`src/rtl/core/lim_pkg.sv`:
```
// Shared types for the prime-field Lagrange interpolation block.
package lim_pkg;

  // Operation broadcast to every coefficient cell
  typedef enum logic [2:0] {
    CELL_HOLD,
    CELL_CLR_SUM,
    CELL_INIT,
    CELL_START,
    CELL_STEP,
    CELL_FIN_BASIS,
    CELL_FIN_SUM,
    CELL_SHIFT
  } cell_op_e;

  typedef struct packed {
    cell_op_e op;
    logic     op_bit;
  } cell_ctl_t;

endpackage

```
`src/rtl/core/lim_mmul.sv`:
```
// Bit-serial modular multiplier: a * b mod PRIME, one bit of b per cycle.
module lim_mmul import lim_pkg::*; #(
  parameter int PRIME = 251,
  parameter int EW    = 8
) (
  input  logic          clk_i,
  input  logic          rst_ni,
  input  logic          start_i,
  input  logic [EW-1:0] a_i,
  input  logic [EW-1:0] b_i,
  output logic          busy_o,
  output logic [EW-1:0] res_o
);

  localparam int CW = $clog2(EW + 1);
  localparam logic [EW+1:0] P_EXT = (EW + 2)'(PRIME);

  logic          busy_q;
  logic [CW-1:0] cnt_q;
  logic [EW-1:0] a_q, b_q, r_q;
  logic [EW+1:0] t0, t1, t2;

  // One shift-and-add step with two conditional subtractions
  always_comb begin
    t0 = {1'b0, r_q, 1'b0} + (b_q[EW-1] ? {2'b00, a_q} : '0);
    t1 = (t0 >= P_EXT) ? t0 - P_EXT : t0;
    t2 = (t1 >= P_EXT) ? t1 - P_EXT : t1;
  end

  always_ff @(posedge clk_i or negedge rst_ni) begin
    if (!rst_ni) begin
      busy_q <= 1'b0;
      cnt_q  <= '0;
    end else if (start_i) begin
      busy_q <= 1'b1;
      cnt_q  <= CW'(EW);
    end else if (busy_q) begin
      cnt_q <= cnt_q - 1'b1;
      if (cnt_q == CW'(1)) busy_q <= 1'b0;
    end
  end

  always_ff @(posedge clk_i) begin
    if (start_i) begin
      a_q <= a_i;
      b_q <= b_i;
      r_q <= '0;
    end else if (busy_q) begin
      r_q <= t2[EW-1:0];
      b_q <= {b_q[EW-2:0], 1'b0};
    end
  end

  assign busy_o = busy_q;
  assign res_o  = r_q;

endmodule

```
`src/rtl/core/lim_cell.sv`:
```
// One coefficient cell: holds a basis and a sum coefficient of one degree.
module lim_cell import lim_pkg::*; #(
  parameter int PRIME    = 251,
  parameter int EW       = 8,
  parameter bit IS_FIRST = 1'b0
) (
  input  logic          clk_i,
  input  cell_ctl_t     ctl_i,
  input  logic [EW-1:0] prev_b_i,
  input  logic [EW-1:0] next_s_i,
  output logic [EW-1:0] b_o,
  output logic [EW-1:0] s_o
);

  localparam logic [EW+1:0] P_EXT = (EW + 2)'(PRIME);

  logic [EW-1:0] b_q, s_q, c_q, r_q;
  logic [EW+1:0] t0, t1, t2, fa, fs;

  // Serial product step and the closing modular additions
  always_comb begin
    t0 = {1'b0, r_q, 1'b0} + (ctl_i.op_bit ? {2'b00, b_q} : '0);
    t1 = (t0 >= P_EXT) ? t0 - P_EXT : t0;
    t2 = (t1 >= P_EXT) ? t1 - P_EXT : t1;
    fa = {2'b00, r_q} + {2'b00, c_q};
    if (fa >= P_EXT) fa = fa - P_EXT;
    fs = {2'b00, r_q} + {2'b00, s_q};
    if (fs >= P_EXT) fs = fs - P_EXT;
  end

  always_ff @(posedge clk_i) begin
    unique case (ctl_i.op)
      CELL_HOLD:      ;
      CELL_CLR_SUM:   s_q <= '0;
      CELL_INIT:      b_q <= IS_FIRST ? EW'(1) : '0;
      CELL_START: begin
        c_q <= prev_b_i;
        r_q <= '0;
      end
      CELL_STEP:      r_q <= t2[EW-1:0];
      CELL_FIN_BASIS: b_q <= fa[EW-1:0];
      CELL_FIN_SUM:   s_q <= fs[EW-1:0];
      CELL_SHIFT:     s_q <= next_s_i;
      default:        ;
    endcase
  end

  assign b_o = b_q;
  assign s_o = s_q;

endmodule

```
`src/rtl/core/lagrange_interpolation_modp.sv`:
```
// Top level: Lagrange interpolation over the integers modulo PRIME.
//
// Points are loaded one per transaction (start high while busy low); each load
// keeps busy high while x and y are reduced bit by bit and written to the
// point memory. The transaction with last_point set, or the MAX_POINTS-th
// one, closes the set. A row of MAX_POINTS cells then builds each basis
// polynomial, all cells multiplying by (x - x_j) in parallel with a
// bit-serial multiplier (W = clog2(PRIME)); a shared serial multiplier forms
// the denominator and its inverse by exponentiation (about 2*W multiplies).
// Then one coefficient per point leaves on consecutive cycles, degree 0 first,
// each on the result ports for one cycle under result_valid_o; the receiver
// cannot stall them.
module lagrange_interpolation_modp import lim_pkg::*; #(
  parameter int PRIME      = 251,
  parameter int MAX_POINTS = 16
) (
  input  logic       clk_i,
  input  logic       rst_ni,
  input  logic       start,
  output logic       busy,
  input  logic [7:0] x_value_i,
  input  logic [7:0] y_value_i,
  input  logic       last_point_i,
  output logic       result_valid_o,
  output logic [7:0] coefficient_value_o,
  output logic [3:0] coefficient_degree_o,
  output logic       last_coefficient_o,
  output logic       duplicate_x_error_o
);

  localparam int EW   = $clog2(PRIME);
  localparam int AW   = $clog2(MAX_POINTS);
  localparam int NW   = $clog2(MAX_POINTS + 1);
  localparam int BW   = $clog2(EW);
  localparam int OW   = (EW > 8) ? EW : 8;
  localparam int DW   = (NW > 4) ? NW : 4;
  localparam logic [EW:0]   P_E1 = (EW + 1)'(PRIME);
  localparam logic [EW-1:0] P_EW = EW'(PRIME);
  localparam logic [EW-1:0] EXP  = EW'(PRIME - 2);

  typedef enum logic [4:0] {
    S_IDLE, S_RED, S_WR, S_CLR, S_IRD, S_ILAT, S_JCHK, S_JRD, S_JGO, S_JRUN,
    S_JFIN, S_JWAIT, S_INV, S_ESQ, S_ESQW, S_EMUL, S_EMULW, S_SCL, S_SCLW,
    S_SGO, S_SRUN, S_SFIN, S_OUT
  } state_e;

  state_e        state_q;
  logic [7:0]    rawx_q, rawy_q;
  logic          last_q;
  logic [2:0]    rcnt_q;
  logic [EW-1:0] rx_q, ry_q;
  logic [NW-1:0] count_q, i_q, j_q, m_q;
  logic [EW-1:0] xi_q, yi_q, denom_q, inv_q, op_q;
  logic [BW-1:0] cnt_q, ebit_q;
  logic          dup_q;
  logic          valid_q, lastc_q, dupo_q;
  logic [7:0]    value_q;
  logic [3:0]    deg_q;

  // Point memory, one read port with registered data
  logic [2*EW-1:0] mem [MAX_POINTS];
  logic [2*EW-1:0] rd_q;
  logic [AW-1:0]   raddr;

  assign raddr = (state_q == S_IRD) ? i_q[AW-1:0] : j_q[AW-1:0];

  always_ff @(posedge clk_i) begin
    if (state_q == S_WR) mem[count_q[AW-1:0]] <= {ry_q, rx_q};
    rd_q <= mem[raddr];
  end

  // Input reduction steps
  logic [EW:0] rx2, ry2;
  always_comb begin
    rx2 = {rx_q, rawx_q[7]};
    if (rx2 >= P_E1) rx2 = rx2 - P_E1;
    ry2 = {ry_q, rawy_q[7]};
    if (ry2 >= P_E1) ry2 = ry2 - P_E1;
  end

  // Difference x_i - x_j and the negated x_j
  logic [EW-1:0] xj, negx;
  logic [EW:0]   diff;
  always_comb begin
    xj   = rd_q[EW-1:0];
    negx = (xj == '0) ? '0 : P_EW - xj;
    diff = {1'b0, xi_q} + {1'b0, negx};
    if (diff >= P_E1) diff = diff - P_E1;
  end

  // Shared serial multiplier
  logic          mm_start, mm_busy;
  logic [EW-1:0] mm_a, mm_b, mm_res;

  always_comb begin
    mm_start = 1'b0;
    mm_a     = inv_q;
    mm_b     = inv_q;
    unique case (state_q)
      S_JGO: begin
        mm_start = 1'b1;
        mm_a     = denom_q;
        mm_b     = diff[EW-1:0];
      end
      S_ESQ:  mm_start = 1'b1;
      S_EMUL: begin
        mm_start = 1'b1;
        mm_b     = denom_q;
      end
      S_SCL: begin
        mm_start = 1'b1;
        mm_a     = yi_q;
      end
      default: ;
    endcase
  end

  lim_mmul #(.PRIME(PRIME), .EW(EW)) u_mmul (
    .clk_i  (clk_i),
    .rst_ni (rst_ni),
    .start_i(mm_start),
    .a_i    (mm_a),
    .b_i    (mm_b),
    .busy_o (mm_busy),
    .res_o  (mm_res)
  );

  // Cell row control
  cell_ctl_t ctl;
  always_comb begin
    ctl.op     = CELL_HOLD;
    ctl.op_bit = op_q[cnt_q];
    unique case (state_q)
      S_CLR:          ctl.op = CELL_CLR_SUM;
      S_IRD:          ctl.op = CELL_INIT;
      S_JGO, S_SGO:   ctl.op = CELL_START;
      S_JRUN, S_SRUN: ctl.op = CELL_STEP;
      S_JFIN:         ctl.op = CELL_FIN_BASIS;
      S_SFIN:         ctl.op = CELL_FIN_SUM;
      S_OUT:          ctl.op = CELL_SHIFT;
      default:        ;
    endcase
  end

  logic [EW-1:0] b_w [MAX_POINTS];
  logic [EW-1:0] s_w [MAX_POINTS];

  for (genvar g = 0; g < MAX_POINTS; g++) begin : g_cell
    logic [EW-1:0] prev_b, next_s;
    if (g == 0) begin : g_first
      assign prev_b = '0;
    end else begin : g_rest
      assign prev_b = b_w[g-1];
    end
    if (g == MAX_POINTS - 1) begin : g_end
      assign next_s = '0;
    end else begin : g_mid
      assign next_s = s_w[g+1];
    end
    lim_cell #(.PRIME(PRIME), .EW(EW), .IS_FIRST(g == 0)) u_cell (
      .clk_i   (clk_i),
      .ctl_i   (ctl),
      .prev_b_i(prev_b),
      .next_s_i(next_s),
      .b_o     (b_w[g]),
      .s_o     (s_w[g])
    );
  end

  logic [OW-1:0] s0_ext;
  logic [DW-1:0] m_ext;
  assign s0_ext = OW'(s_w[0]);
  assign m_ext  = DW'(m_q);

  // Sequencer
  always_ff @(posedge clk_i or negedge rst_ni) begin
    if (!rst_ni) begin
      state_q <= S_IDLE;
      count_q <= '0;
      i_q     <= '0;
      j_q     <= '0;
      m_q     <= '0;
      cnt_q   <= '0;
      ebit_q  <= '0;
      rcnt_q  <= '0;
      dup_q   <= 1'b0;
      valid_q <= 1'b0;
      last_q  <= 1'b0;
    end else begin
      valid_q <= 1'b0;
      unique case (state_q)
        S_IDLE: if (start) begin
          rawx_q  <= x_value_i;
          rawy_q  <= y_value_i;
          last_q  <= last_point_i;
          rx_q    <= '0;
          ry_q    <= '0;
          rcnt_q  <= 3'd7;
          state_q <= S_RED;
        end
        S_RED: begin
          rx_q   <= rx2[EW-1:0];
          ry_q   <= ry2[EW-1:0];
          rawx_q <= {rawx_q[6:0], 1'b0};
          rawy_q <= {rawy_q[6:0], 1'b0};
          rcnt_q <= rcnt_q - 1'b1;
          if (rcnt_q == '0) state_q <= S_WR;
        end
        S_WR: begin
          count_q <= count_q + 1'b1;
          if (last_q || (count_q + 1'b1 == NW'(MAX_POINTS))) state_q <= S_CLR;
          else state_q <= S_IDLE;
        end
        S_CLR: begin
          i_q     <= '0;
          dup_q   <= 1'b0;
          state_q <= S_IRD;
        end
        S_IRD: begin
          denom_q <= EW'(1);
          j_q     <= '0;
          state_q <= S_ILAT;
        end
        S_ILAT: begin
          xi_q    <= rd_q[EW-1:0];
          yi_q    <= rd_q[2*EW-1:EW];
          state_q <= S_JCHK;
        end
        S_JCHK: begin
          if (j_q == count_q) state_q <= S_INV;
          else if (j_q == i_q) j_q <= j_q + 1'b1;
          else state_q <= S_JRD;
        end
        S_JRD: state_q <= S_JGO;
        S_JGO: begin
          op_q    <= negx;
          cnt_q   <= BW'(EW - 1);
          state_q <= S_JRUN;
        end
        S_JRUN: begin
          cnt_q <= cnt_q - 1'b1;
          if (cnt_q == '0) state_q <= S_JFIN;
        end
        S_JFIN: state_q <= S_JWAIT;
        S_JWAIT: if (!mm_busy) begin
          denom_q <= mm_res;
          j_q     <= j_q + 1'b1;
          state_q <= S_JCHK;
        end
        S_INV: begin
          if (denom_q == '0) begin
            dup_q   <= 1'b1;
            m_q     <= '0;
            state_q <= S_OUT;
          end else begin
            inv_q   <= EW'(1);
            ebit_q  <= BW'(EW - 1);
            state_q <= S_ESQ;
          end
        end
        S_ESQ: state_q <= S_ESQW;
        S_ESQW: if (!mm_busy) begin
          inv_q <= mm_res;
          if (EXP[ebit_q]) state_q <= S_EMUL;
          else if (ebit_q == '0) state_q <= S_SCL;
          else begin
            ebit_q  <= ebit_q - 1'b1;
            state_q <= S_ESQ;
          end
        end
        S_EMUL: state_q <= S_EMULW;
        S_EMULW: if (!mm_busy) begin
          inv_q <= mm_res;
          if (ebit_q == '0) state_q <= S_SCL;
          else begin
            ebit_q  <= ebit_q - 1'b1;
            state_q <= S_ESQ;
          end
        end
        S_SCL: state_q <= S_SCLW;
        S_SCLW: if (!mm_busy) begin
          op_q    <= mm_res;
          state_q <= S_SGO;
        end
        S_SGO: begin
          cnt_q   <= BW'(EW - 1);
          state_q <= S_SRUN;
        end
        S_SRUN: begin
          cnt_q <= cnt_q - 1'b1;
          if (cnt_q == '0) state_q <= S_SFIN;
        end
        S_SFIN: begin
          i_q <= i_q + 1'b1;
          if (i_q + 1'b1 == count_q) begin
            m_q     <= '0;
            state_q <= S_OUT;
          end else begin
            state_q <= S_IRD;
          end
        end
        S_OUT: begin
          valid_q <= 1'b1;
          value_q <= dup_q ? 8'd0 : s0_ext[7:0];
          deg_q   <= m_ext[3:0];
          lastc_q <= (m_q + 1'b1 == count_q);
          dupo_q  <= dup_q;
          m_q     <= m_q + 1'b1;
          if (m_q + 1'b1 == count_q) begin
            count_q <= '0;
            state_q <= S_IDLE;
          end
        end
        default: state_q <= S_IDLE;
      endcase
    end
  end

  assign busy                 = (state_q != S_IDLE);
  assign result_valid_o       = valid_q;
  assign coefficient_value_o  = value_q;
  assign coefficient_degree_o = deg_q;
  assign last_coefficient_o   = lastc_q;
  assign duplicate_x_error_o  = dupo_q;

endmodule

```
`config.mk`:
```
export PLATFORM = sky130hd
export DESIGN_NAME = lagrange_interpolation_modp
export DESIGN_NICKNAME = d
export VERILOG_FILES = /design/src/rtl/core/lim_pkg.sv /design/src/rtl/core/lim_mmul.sv /design/src/rtl/core/lim_cell.sv /design/src/rtl/core/lagrange_interpolation_modp.sv
export SDC_FILE = /design/constraint.sdc
export NUM_CORES = 2
export LEC_CHECK = 0
export ABC_AREA = 1
export BUFFER_PORTS_ARGS = -buffer_cell sky130_fd_sc_hd__buf_2
export CAP_MARGIN = 15
export CORE_ASPECT_RATIO = 0.75
export CORE_MARGIN = 2
export CORE_UTILIZATION = 25
export DETAILED_ROUTE_END_ITERATION = 8
export SLEW_MARGIN = 40
export SYNTH_ARGS = -nofsm -noshare
export SYNTH_HDL_FRONTEND = slang
export SYNTH_SLANG_ARGS = --single-unit
```
`constraint.sdc`:
```
create_clock -name clk_i -period 13.05 [get_ports clk_i]
set_input_delay 0.6525 -clock clk_i [delete_from_list [all_inputs] [get_ports clk_i]]
set_output_delay 0.6525 -clock clk_i [all_outputs]
set_load 0.05 [all_outputs]
```
==> results.rst <==
.. list-table::
   :header-rows: 1

   * - Metric
     - Value
   * - Horizontal die dimension
     - 601 um
   * - Worst-path cell with the longest stage delay
     - sky130_fd_sc_hd__inv_2
   * - HPWL Detailed
     - 120000 um
   * - Post-synthesis average cell area
     - 8.03 um^2
   * - Proportion of synthesized chip area in sequential cells
     - 41.0%
   * - Pin count of the biggest net entering global routing
     - 122
   * - Overall fraction of global-route tracks in use
     - 12.5%
   * - Clock Sink Count
     - 928
   * - Post-detailed-route via-to-cell ratio
     - 4.57
   * - Synthesized area
     - 66900 um^2
   * - Cell mode on critical path
     - sky130_fd_sc_hd__nand2_1
   * - GR Overflow Total
     - 0
   * - Via count
     - 54.9k
   * - Nets
     - 8869
   * - Total leakage power
     - 0.0325 uW
   * - Detailed-route DRC error count
     - 0
   * - Ports
     - 36
   * - Post-Syn Instances
     - 8329
   * - Instance count after placement with tap cells included
     - 11.8k
   * - Initial antenna violation count
     - 3
   * - CORE AREA
     - 266000 um^2
   * - Number of fillers in the final layout
     - 28.5k
   * - Via count of the first global-routing pass
     - 49.8k
   * - Total routed wirelength
     - 173000 um
   * - Final worst clock skew
     - 0.0742 ns
   * - FP Rows
     - 164
   * - Measured slew at the worst slew-check pin
     - 0.846 ns
   * - Worst Hold Class
     - primary input to register
   * - Largest delay contributor family on the critical path
     - simple AND/OR/NAND/NOR gates
   * - Crit-path cells
     - inv_2 > nand2_1 > nand3_1 > nand3_2 > nand2_8 > inv_2 > nand2_1 > fa_1 > xnor2_1 > o21ai_2 > nor3_4 > nand2_2 > nand2_4 > nand2_1 > nand2_1 > nand2_1 > nand2_1 > nand3_2 > nand2_4 > nand3_1 > nand2_1 > inv_1
   * - Status
     - completed
   * - Height of the die
     - 452 um
   * - Routed WL per cell
     - 14.4 um
   * - Count of different cell masters after synthesis
     - 66
   * - Storage cell area
     - 27400 um^2
   * - Post-layout minimum cycle time
     - 5.44 ns
   * - Die area
     - 272000 um^2
   * - Largest voltage drop on the vdd net
     - 162 uV
   * - Number of warning messages in the yosys log
     - 0
   * - Number of CTS-inserted buffers
     - 108
   * - Routability-driven placement congestion ratio
     - 0.837
   * - DRT Pass-1 Iters
     - 6
   * - Number of buffers and inverters on the critical path
     - 3
   * - Final Setup Violations
     - 0
   * - Clock latency at the later pin of the worst-skew pair
     - 0.81 ns
   * - Critical Path Start Type
     - register
   * - Share of synthesized flip-flops with an asynchronous set or reset
     - 4.53%
   * - Unrepaired setup endpoints after global routing
     - false
   * - Layout Cells excl Fill
     - 12.0k
   * - Most used flip-flop cell after synthesis
     - sky130_fd_sc_hd__edfxtp_1
   * - H-tree level count
     - 3
   * - Clock buffer depth
     - 3
   * - Hold violation total from the final report
     - 0
   * - Element type at the critical path end
     - register
   * - Starting utilization of the core area
     - 25.1%
   * - Count of final max-slew check failures
     - 0
   * - Clock-pin transition on the worst setup and hold timing paths
     - 0.06 ns
   * - Wire length of the first global-routing pass
     - 278000 um
   * - Period utilisation layout
     - 41.7%
   * - Power per cell area
     - 248 nW/um^2
   * - Rel. slew slack
     - 43.6%
   * - Count of buffers inserted at the top-level ports
     - 35
   * - Number of synthesized register bits
     - 928
   * - Growth of design area from synthesis to finish
     - 12.3%
   * - Residual antenna-violating net count after detailed routing
     - 0
   * - Post-synth net total
     - 8844
   * - Number of synthesized flops with an enable pin
     - 862
   * - Number of violations of the max-capacitance limit
     - 0
   * - Maximum frequency from static timing analysis
     - 184 MHz
   * - Iter 0 DRT Violations
     - 4361
   * - Delay of the slowest cell on the worst path
     - 0.82 ns
   * - Share of layout cells above drive strength 1
     - 6.47%
   * - Footprint of the multi-input gates
     - 35000 um^2
   * - Arrival time at the worst endpoint
     - 5.95 ns
   * - CTS-repair resized insts
     - 0
   * - Critical path data required time
     - 13.55 ns
   * - Final sum of negative setup slack
     - 0 ns
   * - Crit path max fanout
     - 74
   * - Buffer type at the clock tree root
     - sky130_fd_sc_hd__clkbuf_16
   * - Class of the most critical setup path
     - register to register
   * - CTS tree
     - yes
-- per-stage QoR --
step	hold slack (ns)	util, %	power (uW)	worst slack, ns	instance area (um^2)
2_1_floorplan	0.357	-	13200	3.18	66900
3_3_place_gp	0.396	26.8	15300	7.67	71200
3_5_place_dp	0.400	26.8	15400	7.60	71300
4_1_cts	0.0373	28.2	18600	7.57	75000
5_1_grt	0.0761	28.2	20500	7.09	75100
6_report	0.110	28.2	18600	7.61	75100
-- tightest hold or removal path: cells and delay by family --
kind | cells | cell delay (ns)
buffers and inverters | 1 | 0.08
AND/OR/NAND/NOR | 2 | 0.08
-- layout by cell type, fill, tap and decap left out, types with 44 or more instances in the layout --
master,count
sky130_fd_sc_hd__a21oi_1,595
sky130_fd_sc_hd__clkbuf_16,109
sky130_fd_sc_hd__edfxtp_1,862
sky130_fd_sc_hd__fa_1,49
sky130_fd_sc_hd__ha_1,446
sky130_fd_sc_hd__inv_1,993
sky130_fd_sc_hd__nand2_1,2118
sky130_fd_sc_hd__nand2_2,72
sky130_fd_sc_hd__nand3_1,647
sky130_fd_sc_hd__nand4_1,97
sky130_fd_sc_hd__nor2_1,767
sky130_fd_sc_hd__nor2_2,44
sky130_fd_sc_hd__nor3_1,70
sky130_fd_sc_hd__o211ai_1,48
sky130_fd_sc_hd__o21ai_0,417
sky130_fd_sc_hd__o221ai_1,57
sky130_fd_sc_hd__or2_2,49
sky130_fd_sc_hd__xnor2_1,115
sky130_fd_sc_hd__xor2_1,222
-- final cells by class --
class                      count  area share, %
multi-input combinational   6208           46.7
timing repair buffer          82          0.812
clock buffer                 127           3.76
tap                         3569           5.95
inverter                    1026           5.14
antenna                        1        0.00333
clock inverter                71           1.14
sequential                   928           36.5
-- Yosys cell counts (all sizes together) (4+ instances only) --
| cell type | n | area (um^2) |
|---|---|---|
| nand4 | 99 | 649 |
| o221ai | 57 | 499 |
| a21boi | 7 | 52.6 |
| nor2 | 838 | 3490 |
| a22oi | 7 | 52.6 |
| a21oi | 608 | 3130 |
| xnor2 | 121 | 1100 |
| a311oi | 4 | 35.0 |
| or2 | 49 | 307 |
| edfxtp | 862 | 25900 |
| nor3b | 7 | 52.6 |
| o211ai | 48 | 360 |
| inv | 1023 | 3840 |
| o21a | 20 | 150 |
| a31oi | 19 | 119 |
| xor2 | 224 | 1980 |
| a211oi | 9 | 67.6 |
| nor3 | 80 | 432 |
| buf | 39 | 269 |
| nor4 | 13 | 81.3 |
| fa | 49 | 981 |
| clkbuf | 128 | 482 |
| o22ai | 16 | 100 |
| a21o | 42 | 315 |
| dfxtp | 24 | 480 |
| dfrtp | 42 | 1050 |
| nand2 | 2204 | 8540 |
| o21bai | 40 | 300 |
| o21ai | 440 | 2220 |
| o311ai | 19 | 166 |
| o2111ai | 16 | 140 |
| ha | 446 | 5580 |
| a221oi | 8 | 70.1 |
| nand3 | 669 | 3500 |
| nand3b | 42 | 315 |
-- routing by layer --
layer  GRT usage, %  share of wire (%)  wire [um]
met1           19.6                 53      91700
met4           2.57                1.5       2590
met5              0                  0          0
met3           1.46                5.5       9560
met2           18.1                 40      69700
-- state kept, by name, indices dropped and copies added, names as in the netlist, 16 cells and up --
signal             cells
g_cell.u_cell.b_o    128
g_cell.u_cell.c_q    120
g_cell.u_cell.r_q    128
g_cell.u_cell.s_o    128
mem                  256
rd_q                  16
-- repair_timing --
item                      CTS  global route
hold buffers                1             0
hold endpoints to repair   25             0
buffers inserted            0             0
-- final timing paths --
kind	endpoint	start	cells after the start	slack (ns)
worst max register to register	g_cell[15].u_cell.r_q[2]	cnt_q[0]	22	7.61
max in group asynchronous	u_mmul.busy_o	rst_ni	3	12.03
min in group asynchronous	rcnt_q[0]	rst_ni	3	0.46
worst min-delay path	rawx_q[6]	x_value_i[6]	3	0.11
worst max-delay path	g_cell[15].u_cell.r_q[2]	cnt_q[0]	22	7.61
worst min register to register	g_cell[2].u_cell.c_q[7]	g_cell[1].u_cell.b_o[7]	0	0.42
-- report_power, final --
part	internal (uW)	total, uW	switching, uW
logic	3640	11100	7450
clock network	1800	3150	1350
registers	3920	4390	466
-- kinds of logic (layout without fill, tap and decap cells) --
family / Yosys count / count (layout) / share of synthesized area [%]
AND/OR/NAND/NOR: 4005 / 4005 / 26.0
adder cells (fa/ha/maj): 495 / 495 / 9.81
other: 0 / 1 / 0
AO/OA/AOI/OAI: 1363 / 1363 / 11.7
buffers and inverters: 1193 / 1306 / 6.88
XOR/XNOR: 345 / 345 / 4.61
flip-flops: 928 / 928 / 41.0
Power figures use the tool's default switching activity.
